**config.mk**
```make
export PLATFORM = sky130hd
export DESIGN_NAME = pll_config_search
export DESIGN_NICKNAME = d
export VERILOG_FILES = /design/src/pcs_pkg.sv /design/src/pcs_divider.sv /design/src/pcs_datapath.sv /design/src/pcs_ctrl.sv /design/src/pll_config_search.sv
export SDC_FILE = /design/constraint.sdc
export NUM_CORES = 1
export LEC_CHECK = 0
export BUFFER_PORTS_ARGS = -buffer_cell sky130_fd_sc_hd__buf_2
export CAP_MARGIN = 10
export CORE_UTILIZATION = 56
export DETAILED_ROUTE_END_ITERATION = 8
export PLACE_DENSITY = 0.8
export SYNTH_ARGS = -nofsm -noshare
export SYNTH_HDL_FRONTEND = slang
export SYNTH_SLANG_ARGS = --single-unit
export TNS_END_PERCENT = 1
```
**constraint.sdc**
```tcl
create_clock -name clock -period 6.2 [get_ports clock]
set_clock_uncertainty 0.15 [all_clocks]
set_input_delay 0.62 -clock clock [delete_from_list [all_inputs] [get_ports clock]]
set_output_delay 0.62 -clock clock [all_outputs]
set_load 0.05 [all_outputs]
```
**src/pcs_pkg.sv**
```systemverilog
// Shared types and constants for the PLL configuration search block.
// Holds field widths, multiplier windows and the controller/datapath interface.
// No dependencies.
package pcs_pkg;

   localparam int REF_W  = 26;
   localparam int FREQ_W = 27;
   localparam int MOD_W  = 24;
   localparam int SET_W  = 8;
   localparam int DIV_W  = 6;
   localparam int SEL_W  = 2;
   localparam int FDIV_W = 21;
   localparam int FAC_W  = 8;
   localparam int NUM_MUL = 4;

   localparam int PCS_MAX_DIVISOR = 63;
   localparam logic [MOD_W-1:0] MODULUS_RESET = MOD_W'(7372800);

   localparam logic [FAC_W-1:0]  MUL_FACTOR [NUM_MUL] = '{8'd6, 8'd48, 8'd96, 8'd144};
   localparam logic [FDIV_W-1:0] WIN_LOW    [NUM_MUL] =
      '{21'd500000, 21'd850000, 21'd425000, 21'd390000};
   localparam logic [FDIV_W-1:0] WIN_HIGH   [NUM_MUL] =
      '{21'd800000, 21'd1200000, 21'd1000000, 21'd667000};

   typedef struct packed {
      logic             load;
      logic             div_go;
      logic             mod_go;
      logic             mod_ref;
      logic             fdiv_load;
      logic             mul_load;
      logic             bypass_load;
      logic             cand_update;
      logic [DIV_W-1:0] divisor;
      logic [SEL_W-1:0] sel;
   } cmd_type;

   typedef struct packed {
      logic div_done;
      logic in_window;
      logic best_zero;
   } sts_type;

endpackage

```
**src/pcs_divider.sv**
```systemverilog
// Radix-2 restoring divider, one quotient bit per cycle.
// Used for both the pre-divide and the modulus remainder. Depends on pcs_pkg.
module pcs_divider
   import pcs_pkg::*;
(
   input  logic              clock,
   input  logic              reset,
   input  logic              start,
   input  logic [FREQ_W-1:0] dividend,
   input  logic [MOD_W-1:0]  divisor,
   output logic              busy,
   output logic              done,
   output logic [FREQ_W-1:0] quotient,
   output logic [MOD_W-1:0]  remainder
);

   localparam int STEPS = FREQ_W;
   localparam int CNT_W = $clog2(STEPS);

   logic [FREQ_W-1:0] quo_ff, quo_in;
   logic [MOD_W-1:0]  acc_ff, acc_in;
   logic [MOD_W-1:0]  dsr_ff, dsr_in;
   logic [CNT_W-1:0]  cnt_ff, cnt_in;
   logic              busy_ff, busy_in;
   logic              done_ff, done_in;

   logic [MOD_W:0]    trial;
   logic [MOD_W+1:0]  diff;
   logic              fits;

   always_comb begin
      trial = {acc_ff, quo_ff[FREQ_W-1]};
      diff  = {1'b0, trial} - {2'b00, dsr_ff};
      fits  = !diff[MOD_W+1];

      quo_in  = quo_ff;
      acc_in  = acc_ff;
      dsr_in  = dsr_ff;
      cnt_in  = cnt_ff;
      busy_in = busy_ff;
      done_in = 1'b0;

      if (start) begin
         quo_in  = dividend;
         acc_in  = '0;
         dsr_in  = divisor;
         cnt_in  = '0;
         busy_in = 1'b1;
      end else if (busy_ff) begin
         acc_in = fits ? diff[MOD_W-1:0] : trial[MOD_W-1:0];
         quo_in = {quo_ff[FREQ_W-2:0], fits};
         cnt_in = cnt_ff + 1'b1;
         if (cnt_ff == CNT_W'(STEPS - 1)) begin
            busy_in = 1'b0;
            done_in = 1'b1;
         end
      end
   end

   always_ff @(posedge clock) begin
      quo_ff <= quo_in;
      acc_ff <= acc_in;
      dsr_ff <= dsr_in;
      cnt_ff <= cnt_in;
      if (reset) begin
         busy_ff <= 1'b0;
         done_ff <= 1'b0;
      end else begin
         busy_ff <= busy_in;
         done_ff <= done_in;
      end
   end

   assign busy      = busy_ff;
   assign done      = done_ff;
   assign quotient  = quo_ff;
   assign remainder = acc_ff;

endmodule

```
**src/pcs_datapath.sv**
```systemverilog
// Datapath: error modulus register, shared divider, candidate product and best-so-far.
// Driven by cmd_type from pcs_ctrl, reports sts_type. Depends on pcs_pkg, pcs_divider.
module pcs_datapath
   import pcs_pkg::*;
(
   input  logic              clock,
   input  logic              reset,
   input  cmd_type           cmd,
   output sts_type           sts,
   input  logic [REF_W-1:0]  ref_frequency,
   input  logic              csr_write,
   input  logic [MOD_W-1:0]  csr_data,
   output logic [SET_W-1:0]  pll_setting,
   output logic [FREQ_W-1:0] chosen_frequency,
   output logic [MOD_W-1:0]  residual_error
);

   logic [MOD_W-1:0]  modulus_ff, modulus_in;
   logic [REF_W-1:0]  ref_ff, ref_in;
   logic [REF_W-1:0]  fdiv_ff, fdiv_in;
   logic [FREQ_W-1:0] cand_ff, cand_in;
   logic [MOD_W-1:0]  best_error_ff, best_error_in;
   logic [FREQ_W-1:0] best_freq_ff, best_freq_in;
   logic [SET_W-1:0]  best_set_ff, best_set_in;

   logic [MOD_W-1:0]  mod_eff;
   logic [FREQ_W-1:0] div_dividend;
   logic [MOD_W-1:0]  div_divisor;
   logic              div_busy;
   logic              div_done;
   logic [FREQ_W-1:0] div_quo;
   logic [MOD_W-1:0]  div_rem;
   logic [FDIV_W+FAC_W-1:0] product;
   logic              in_window;

   always_comb begin
      mod_eff = (modulus_ff == '0) ? MOD_W'(1) : modulus_ff;
      if (cmd.div_go) begin
         div_dividend = FREQ_W'(ref_ff) + FREQ_W'(cmd.divisor[DIV_W-1:1]);
         div_divisor  = MOD_W'(cmd.divisor);
      end else begin
         div_dividend = cmd.mod_ref ? FREQ_W'(ref_ff) : cand_ff;
         div_divisor  = mod_eff;
      end
      in_window = (fdiv_ff >= REF_W'(WIN_LOW[cmd.sel]))
               && (fdiv_ff <= REF_W'(WIN_HIGH[cmd.sel]));
      product   = fdiv_ff[FDIV_W-1:0] * MUL_FACTOR[cmd.sel];
   end

   pcs_divider u_divider (
      .clock     (clock),
      .reset     (reset),
      .start     (cmd.div_go || cmd.mod_go),
      .dividend  (div_dividend),
      .divisor   (div_divisor),
      .busy      (div_busy),
      .done      (div_done),
      .quotient  (div_quo),
      .remainder (div_rem)
   );

   always_comb begin
      modulus_in    = csr_write ? csr_data : modulus_ff;
      ref_in        = cmd.load ? ref_frequency : ref_ff;
      fdiv_in       = cmd.fdiv_load ? div_quo[REF_W-1:0] : fdiv_ff;
      cand_in       = cmd.mul_load ? product[FREQ_W-1:0] : cand_ff;
      best_error_in = best_error_ff;
      best_freq_in  = best_freq_ff;
      best_set_in   = best_set_ff;
      if (cmd.bypass_load) begin
         best_error_in = div_rem;
         best_freq_in  = FREQ_W'(ref_ff);
         best_set_in   = '0;
      end else if (cmd.cand_update && (div_rem < best_error_ff)) begin
         best_error_in = div_rem;
         best_freq_in  = cand_ff;
         best_set_in   = {cmd.sel, cmd.divisor};
      end
   end

   always_ff @(posedge clock) begin
      ref_ff  <= ref_in;
      fdiv_ff <= fdiv_in;
      cand_ff <= cand_in;
      if (reset) begin
         modulus_ff    <= MODULUS_RESET;
         best_error_ff <= '0;
         best_freq_ff  <= '0;
         best_set_ff   <= '0;
      end else begin
         modulus_ff    <= modulus_in;
         best_error_ff <= best_error_in;
         best_freq_ff  <= best_freq_in;
         best_set_ff   <= best_set_in;
      end
   end

   assign sts.div_done  = div_done;
   assign sts.in_window = in_window;
   assign sts.best_zero = (best_error_ff == '0);

   assign pll_setting      = best_set_ff;
   assign chosen_frequency = best_freq_ff;
   assign residual_error   = best_error_ff;

   a_no_restart: assert property (@(posedge clock) disable iff (reset)
      (cmd.div_go || cmd.mod_go) |-> !div_busy)
      else $error("divider restarted while busy");

   a_update_monotone: assert property (@(posedge clock) disable iff (reset)
      cmd.cand_update |=> best_error_ff <= $past(best_error_ff))
      else $error("best error grew on candidate update");

   a_mul_in_window: assert property (@(posedge clock) disable iff (reset)
      cmd.mul_load |-> in_window)
      else $error("candidate formed outside its window");

endmodule

```
**src/pcs_ctrl.sv**
```systemverilog
// Search sequencer: walks bypass, divisors and multiplier selects.
// Issues cmd_type to pcs_datapath, reads sts_type. Depends on pcs_pkg.
module pcs_ctrl
   import pcs_pkg::*;
#(
   parameter int MAX_DIVISOR = PCS_MAX_DIVISOR
) (
   input  logic    clock,
   input  logic    reset,
   input  logic    start,
   output logic    busy,
   output logic    respond,
   output cmd_type cmd,
   input  sts_type sts
);

   typedef enum logic [11:0] {
      ST_IDLE      = 12'b0000_0000_0001,
      ST_BYP_GO    = 12'b0000_0000_0010,
      ST_BYP_WAIT  = 12'b0000_0000_0100,
      ST_LOOP_TEST = 12'b0000_0000_1000,
      ST_DIV_GO    = 12'b0000_0001_0000,
      ST_DIV_WAIT  = 12'b0000_0010_0000,
      ST_WIN       = 12'b0000_0100_0000,
      ST_MOD_GO    = 12'b0000_1000_0000,
      ST_MOD_WAIT  = 12'b0001_0000_0000,
      ST_NEXT_K    = 12'b0010_0000_0000,
      ST_NEXT_D    = 12'b0100_0000_0000,
      ST_DONE      = 12'b1000_0000_0000
   } state_type;

   localparam logic [DIV_W-1:0] LAST_D = DIV_W'(MAX_DIVISOR);

   state_type        state_ff, state_in;
   logic [DIV_W-1:0] d_ff, d_in;
   logic [SEL_W-1:0] k_ff, k_in;

   always_comb begin
      state_in = state_ff;
      d_in     = d_ff;
      k_in     = k_ff;
      cmd              = '0;
      cmd.divisor      = d_ff;
      cmd.sel          = k_ff;

      case (state_ff)
         ST_IDLE: begin
            if (start) begin
               cmd.load = 1'b1;
               state_in = ST_BYP_GO;
            end
         end
         ST_BYP_GO: begin
            cmd.mod_go  = 1'b1;
            cmd.mod_ref = 1'b1;
            state_in    = ST_BYP_WAIT;
         end
         ST_BYP_WAIT: begin
            if (sts.div_done) begin
               cmd.bypass_load = 1'b1;
               d_in            = DIV_W'(1);
               state_in        = ST_LOOP_TEST;
            end
         end
         ST_LOOP_TEST: begin
            state_in = sts.best_zero ? ST_DONE : ST_DIV_GO;
         end
         ST_DIV_GO: begin
            cmd.div_go = 1'b1;
            state_in   = ST_DIV_WAIT;
         end
         ST_DIV_WAIT: begin
            if (sts.div_done) begin
               cmd.fdiv_load = 1'b1;
               k_in          = '0;
               state_in      = ST_WIN;
            end
         end
         ST_WIN: begin
            if (sts.in_window) begin
               cmd.mul_load = 1'b1;
               state_in     = ST_MOD_GO;
            end else begin
               state_in = ST_NEXT_K;
            end
         end
         ST_MOD_GO: begin
            cmd.mod_go = 1'b1;
            state_in   = ST_MOD_WAIT;
         end
         ST_MOD_WAIT: begin
            if (sts.div_done) begin
               cmd.cand_update = 1'b1;
               state_in        = ST_NEXT_K;
            end
         end
         ST_NEXT_K: begin
            if (k_ff == SEL_W'(NUM_MUL - 1)) begin
               state_in = ST_NEXT_D;
            end else begin
               k_in     = k_ff + 1'b1;
               state_in = ST_WIN;
            end
         end
         ST_NEXT_D: begin
            if (d_ff == LAST_D) begin
               state_in = ST_DONE;
            end else begin
               d_in     = d_ff + 1'b1;
               state_in = ST_LOOP_TEST;
            end
         end
         ST_DONE: begin
            state_in = ST_IDLE;
         end
         default: begin
            state_in = ST_IDLE;
         end
      endcase
   end

   always_ff @(posedge clock) begin
      if (reset) begin
         state_ff <= ST_IDLE;
         d_ff     <= '0;
         k_ff     <= '0;
      end else begin
         state_ff <= state_in;
         d_ff     <= d_in;
         k_ff     <= k_in;
      end
   end

   assign busy    = (state_ff != ST_IDLE);
   assign respond = (state_ff == ST_DONE);

   a_done_in_wait: assert property (@(posedge clock) disable iff (reset)
      sts.div_done |-> (state_ff == ST_BYP_WAIT || state_ff == ST_DIV_WAIT
                        || state_ff == ST_MOD_WAIT))
      else $error("divider finished outside a wait state");

   a_respond_idle: assert property (@(posedge clock) disable iff (reset)
      respond |=> !busy)
      else $error("not idle after result");

   a_no_search_at_zero: assert property (@(posedge clock) disable iff (reset)
      (state_ff == ST_DIV_GO) |-> !sts.best_zero)
      else $error("search continued after exact match");

endmodule

```
**src/pll_config_search.sv**
```systemverilog
// A search ends straight after the bypass check when bypass is exact; otherwise it examines
// divisors in turn, with one modulus step per in-window multiplier, until exact or the last divisor.
// Every divider and modulus step runs on the one shared radix-2 divider.
// Throughput: one item at a time; busy stays high until the rsp_valid cycle ends.
// rsp_valid is a one-cycle strobe the receiver cannot stall.
// Reset (synchronous): idle, error modulus 7372800, result registers cleared.
module pll_config_search
   import pcs_pkg::*;
#(
   parameter int MAX_DIVISOR = PCS_MAX_DIVISOR
) (
   input  logic              clock,
   input  logic              reset,
   input  logic              start,
   output logic              busy,
   input  logic [REF_W-1:0]  req_ref_frequency,
   output logic              rsp_valid,
   output logic [SET_W-1:0]  rsp_pll_setting,
   output logic              rsp_use_pll,
   output logic [FREQ_W-1:0] rsp_chosen_frequency,
   output logic [MOD_W-1:0]  rsp_residual_error,
   input  logic              csr_valid,
   output logic              csr_ready,
   input  logic [MOD_W-1:0]  csr_error_modulus
);

   cmd_type cmd;
   sts_type sts;

   assign csr_ready = 1'b1;

   pcs_ctrl #(
      .MAX_DIVISOR (MAX_DIVISOR)
   ) u_ctrl (
      .clock   (clock),
      .reset   (reset),
      .start   (start),
      .busy    (busy),
      .respond (rsp_valid),
      .cmd     (cmd),
      .sts     (sts)
   );

   pcs_datapath u_datapath (
      .clock            (clock),
      .reset            (reset),
      .cmd              (cmd),
      .sts              (sts),
      .ref_frequency    (req_ref_frequency),
      .csr_write        (csr_valid && csr_ready),
      .csr_data         (csr_error_modulus),
      .pll_setting      (rsp_pll_setting),
      .chosen_frequency (rsp_chosen_frequency),
      .residual_error   (rsp_residual_error)
   );

   assign rsp_use_pll = (rsp_pll_setting != '0);

endmodule

```
---- Word-level counts from Yosys, hierarchy flattened ----
Cells that the tools add are included.
word-level totals
  register bits after elaboration ......... 264
  input bits .............................. 54
  output and inout port bits .............. 63
  logic and storage cells ................. 120
operators by class
  add/sub/neg operators ................... 5
  multiply operators ...................... 1
  $lt $le $gt $ge ......................... 4
  equality and inequality tests ........... 22
  mux-type cells .......................... 50
  bitwise logic cells ..................... 2
  reductions and logical operators ........ 18
operators by type and width
  kind                                             number
  one-hot mux 12 bit (11 select lines)             1
  two-way mux 27 bit                               4
  binary-select mux 21 bit (select 2 bit)          2
  two-way mux 21 bit                               4
  two-way mux 12 bit                               6
  two-way mux 24 bit                               3
  two-way mux 26 bit                               2
  logical NOT 24 bit                               2
  adder 26 x 5 -> 27 bit                           1
  multiplier 21 x 8 -> 27 bit                      1
  >= comparator 26 x 21 -> 1 bit                   1
  less-or-equal comparator 26 x 21 -> 1 bit        1
  subtractor 25 x 24 -> 26 bit                     1
  less-than comparator 24 bit                      1
  two-way mux 6 bit                                4
  binary-select mux 8 bit (select 2 bit)           1
  two-way mux 8 bit                                2
  two-way mux 1 bit                                15
  == test 12 x 1 -> 1 bit, second input constant   1
  == test 12 x 10 -> 1 bit, second input constant  1
  == test 12 x 11 -> 1 bit, second input constant  1
  == test 12 bit, second input constant            1
  == test 12 x 2 -> 1 bit, second input constant   1
  == test 12 x 3 -> 1 bit, second input constant   1
  other kinds (32)                                 44

---- Depth between registers and ports, before layout ----
  depth in word-level cells ............... 8
  gate-level depth with buffers ........... 21

---- Cells and area by module ----
Synthesis repeated with hierarchy kept, for this count alone.
second synthesis, totals
  cell total of the unflattened synthesis .. 1,965
  area, all modules ....................... 19,002.0 um^2
modules (own cells, without submodules)
  module             instances  cells an instance  area an instance (um^2)  seq. area each (um^2)
  pcs_datapath       1          1,380              13,251.5                 4,003.8
  pcs_divider        1          425                4,448.0                  2,152.1
  pcs_ctrl           1          155                1,275.0                  400.4
  pll_config_search  1          5                  27.5                     0.0

---- Worst setup path before layout ----
Ideal clock, no wire load.
  path kind ............................... register to register
  from .................................... register u_ctrl.k_ff[0]
  to ...................................... register u_datapath.cand_ff[25], data pin
  library setup time ...................... 0.258 ns
  arrival time ............................ 5.692 ns
  data required time ...................... 5.792 ns
  setup slack ............................. 0.101 ns
  cell stages (with the launch flop) ...... 21
  path buffers ............................ 1
  path through ............................ dfxtp_1 inv_1 ha_1 clkbuf_1 and2_1 fa_1 fa_1 inv_1 fa_1 fa_1 inv_1 ha_1 o21ai_0 a21oi_1 a21oi_1 a21bo_2 a221o_1 a211oi_1 o21bai_1 a21oi_1 xnor2_1
between the ends
  longest elaborated chain between the ends .. 5
ends and longest elaborated chain
  item                                                  RTL line            source
  from (decl)                                           pcs_ctrl.sv:36      logic [SEL_W-1:0] k_ff, k_in;
  from (signal assigned)                                pcs_ctrl.sv:130     k_ff <= k_in;
  NOT 2 -> 3 bit (implied by the code)                  pcs_datapath.sv:47  product = fdiv_ff[FDIV_W-1:0] * MUL_FACTOR[cmd.sel];
  binary-select mux 8 bit (select 2 bit)                pcs_datapath.sv:47
  two-way mux 8 bit (implied by the code) (2 in a row)  pcs_datapath.sv:47
  multiplier 21 x 8 -> 27 bit                           pcs_datapath.sv:47
  via u_datapath.product[25]                            pcs_datapath.sv:33  logic [FDIV_W+FAC_W-1:0] product;
  to (signal assigned)                                  pcs_datapath.sv:84  cand_ff <= cand_in;
  to (decl)                                             pcs_datapath.sv:21  logic [FREQ_W-1:0] cand_ff, cand_in;
The timed path passes the listed nets, and every way through them passes these cells. The select of a mux whose other input is x is not followed.
A chain may end at the register's enable or synchronous reset.

---- Worst setup path after layout ----
  from .................................... register u_ctrl.k_ff[1]
  to ...................................... register u_datapath.cand_ff[26], data pin
Same word-level chain as after synthesis.

==> impl_metrics.yaml <==
setup_path:
  r2r-start: "u_ctrl.k_ff[1]"
  critPathCaptureType: "flop"
  reg2reg_setup_slack_ns: 0.23
  critPathLaunch: "u_ctrl.k_ff[1]"
  worstPathMaxFanout: 6
  critPathRequiredTime_ns: 6.38
  reg2reg_to: "u_datapath.cand_ff[26]"
  setup.worst_path.class: "flop to flop"
  start_kind: "flop"
  r2r_cells: 20
  cp.arrival_ns: 6.15
min_path:
  hold_class: "input port to flop"
  holdPathStages: 1
  min-delay-start: "req_ref_frequency[14]"
  min_to: "u_datapath.ref_ff[14]"
synth:
  yosysMostFrequentCell: "inv_1"
  yosys.area.top_type: "edfxtp_1"
  synth_nets: 2170
  synth_top_area_frac: 0.2162
  ys_ff_latch: 263
  yosysWarnings: 0
  seq_area_frac_synth: 0.3660
  syn_avg_cell_area_um2: 9.626
  ys_async_sr_fraction: 0
  synth_flop_cell: "dfxtp_1"
  yosys-top-cells-count: "inv_1, ha_1, nand2_1, dfxtp_1, nor2_1"
  netlist_area_mm2: 0.01791
  ys_types: 78
  synthCells: 1861
  synth-edff-count: 129
  synth.top_cells.by_area: "edfxtp_1, dfxtp_1, ha_1"
sta:
  fmax_mhz: 167.5
  period_share: 0.9628
  hold_violations: 0
  setup_viol: 0
  worst_pin_slew_ns: 1.169
  fin_tns_setup_ns: 0
  slew_violations: 0
  relSlewSlack: 0.2200
  period_needed_ns: 5.970
  hold_ws_ns: 0.04334
die:
  die_w_um: 180.9
  start_util: 0.5692
  io_pins: 117
  coreArea_mm2: 0.03147
  placementRows: 65
  die_area_mm2: 0.03271
  die_h_um: 180.9
grt:
  grt_pass1_vias: 13434
  antenna_found_initial: 0
  grt_use_total: 0.2734
  grt.overflow.total: 0
  grt_pass1_wl_mm: 70.99
  grt_max_degree: 68
clock_network:
  cts_hold_buf: 0
  ctsResizeCount: 0
  cts.htree.levels: 1
  cts.sinks: 263
  cts_tree: "yes"
  clock_latency_ns: 0.60
  clkTransAtPathRegs_ns: 0.07
  cts-root-buf: "clkbuf_16"
  postCtsSetupBuffers: 0
  cts_buffer_depth: 3
  cts_buffers: 30
layout:
  fillers: 2513
  layout.nets: 2276
  area_delta_synth_final_pct: 11.19
  diodes: 0
  drive_above_1_share: 0.1261
place:
  portBuffers: 115
  hpwl_mm: 33.49
  gp_congestion: 0.9268
detailed_routing:
  via_per_inst: 5.878
  first_pass_iters: 5
  drc: 0
  wl_mm: 44.68
  drt_iter0_drc: 1197
  avgRoutedWirePerCell_um: 18.67
  vias: 14067
  antenna_left: 0
pwr:
  seq_power_share: 0.403
  power_mw: 5.341
  p_sw_mw: 1.678
  swShare: 0.3142
  p_leak_nw: 8.723
  p_comb_frac: 0.258
  intPower_mw: 3.663
  power_density_mw_per_mm2: 268.1
  clkPwrFrac: 0.339
  ir_worst_vdd_mv: 0.2054
flow_run:
  maxCapViolCount: 0
run_status:
  outcome: "finished, final reports clean"
cell usage in the layout, fill, tap and decap left out, types with 11 or more instances in the layout:
cell type | Yosys | routed
dfxtp_1 | 134 | 133
nor4_1 | 19 | 19
o21ai_0 | 102 | 100
nand2_2 | 22 | 22
edfxtp_1 | 129 | 129
nor2b_1 | 18 | 17
a211o_1 | 11 | 11
a211oi_1 | 16 | 15
and2_1 | 93 | 93
and3_1 | 13 | 13
nor3_1 | 12 | 12
buf_2 | 1 | 115
nand3_1 | 27 | 27
xnor2_1 | 40 | 40
a31oi_1 | 11 | 11
buf_4 | 5 | 22
nand4_1 | 18 | 18
nor2_1 | 134 | 132
nand2_1 | 165 | 165
a21oi_1 | 105 | 105
xor2_1 | 16 | 16
ha_1 | 180 | 178
a21o_1 | 34 | 34
o21bai_1 | 12 | 12
fa_1 | 75 | 75
a21oi_2 | 20 | 20
inv_1 | 200 | 199
mux2i_1 | 79 | 79
clkbuf_16 | 0 | 32
critical path: stages (launching register included):
cell and delay [ns]:
dfxtp_2 0.40, inv_1 0.12, ha_1 0.34, inv_1 0.06
nor2_1 0.12, fa_1 0.46, fa_1 0.55, inv_1 0.06
fa_1 0.53, inv_1 0.06, fa_1 0.48, ha_1 0.39
and2_1 0.21, a311o_1 0.34, a211o_1 0.37, a31oi_1 0.25
nand3_1 0.17, a31oi_1 0.25, o21bai_1 0.09, a21oi_1 0.20
xnor2_1 0.09
power groups by stage:
stage                     Sequential [mW]  Combinational, mW  Clock, mW
after floorplan                      2.11               1.11          0
after global routing                 2.17               1.54       1.90
after CTS                            2.15               1.37       1.83
after global placement               2.18               1.31          0
after detailed placement             2.19               1.36          0
final                                2.15               1.38       1.81
metal layers:
layer,up-vias,part of all wire,global-route usage
met5,-,0,0
met4,0,0.039,0.1118
met3,92,0.075,0.04676
met2,536,0.44,0.4239
met1,6794,0.45,0.3792
li1,6645,-,-
how the worst max path moves through the flow:
| stage | to | slack, ns | cells after the start |
|---|---|---|---|
| after detailed placement | u_datapath.cand_ff[25] | 0.11 | 20 |
| after global placement | u_datapath.cand_ff[25] | 0.24 | 20 |
| after CTS | u_datapath.cand_ff[25] | 0.06 | 20 |
| after floorplan | u_datapath.cand_ff[25] | 0.10 | 20 |
| final | u_datapath.cand_ff[26] | 0.23 | 20 |
| after global routing | u_datapath.cand_ff[26] | -0.008 | 20 |
layout make-up:
type	instances	area (um2)	share of cell area
clock inverters	11	108.9	0.005465
repair buffers	137	740.7	0.03719
multi-input cells	1334	10330	0.5188
clock buffers	45	919.6	0.04617
well taps	402	503.0	0.02525
inverters	201	754.5	0.03788
flip-flops and latches	263	6558	0.3292
state kept, by name (all words and copies together) (netlist names), 12 cells and up:
register                        flops
u_datapath.residual_error          24
u_ctrl.state_ff                    12
u_datapath.modulus_ff              24
u_datapath.ref_ff                  26
u_datapath.u_divider.dsr_ff        24
u_datapath.fdiv_ff                 26
u_datapath.cand_ff                 26
u_datapath.u_divider.quotient      27
u_datapath.u_divider.remainder     24
u_datapath.chosen_frequency        27
per-stage QoR:
step	setup slack, ns	cells	utilization	area, um2
2_1_floorplan	0.1006	1861	-	17910
3_3_place_gp	0.2448	2337	0.5994	18860
3_5_place_dp	0.1132	2337	0.5994	18860
4_1_cts	0.06282	2393	0.6320	19890
5_1_grt	-0.008464	2393	0.6328	19920
6_report	0.2304	2393	0.6328	19920
logic make-up (layout without fill, tap and decap cells):
logic type | after synthesis | after routing | share of synthesized area
simple gates | 570 | 570 | 0.1596
compound gates | 370 | 370 | 0.1313
buf+inv | 264 | 394 | 0.05993
flops | 263 | 263 | 0.3660
fa+ha+maj | 255 | 255 | 0.2095
mux | 82 | 82 | 0.04603
xor+xnor | 56 | 56 | 0.02738
other cells | 1 | 1 | 0.0002093
No activity file was read; power rests on OpenSTA's default activity.
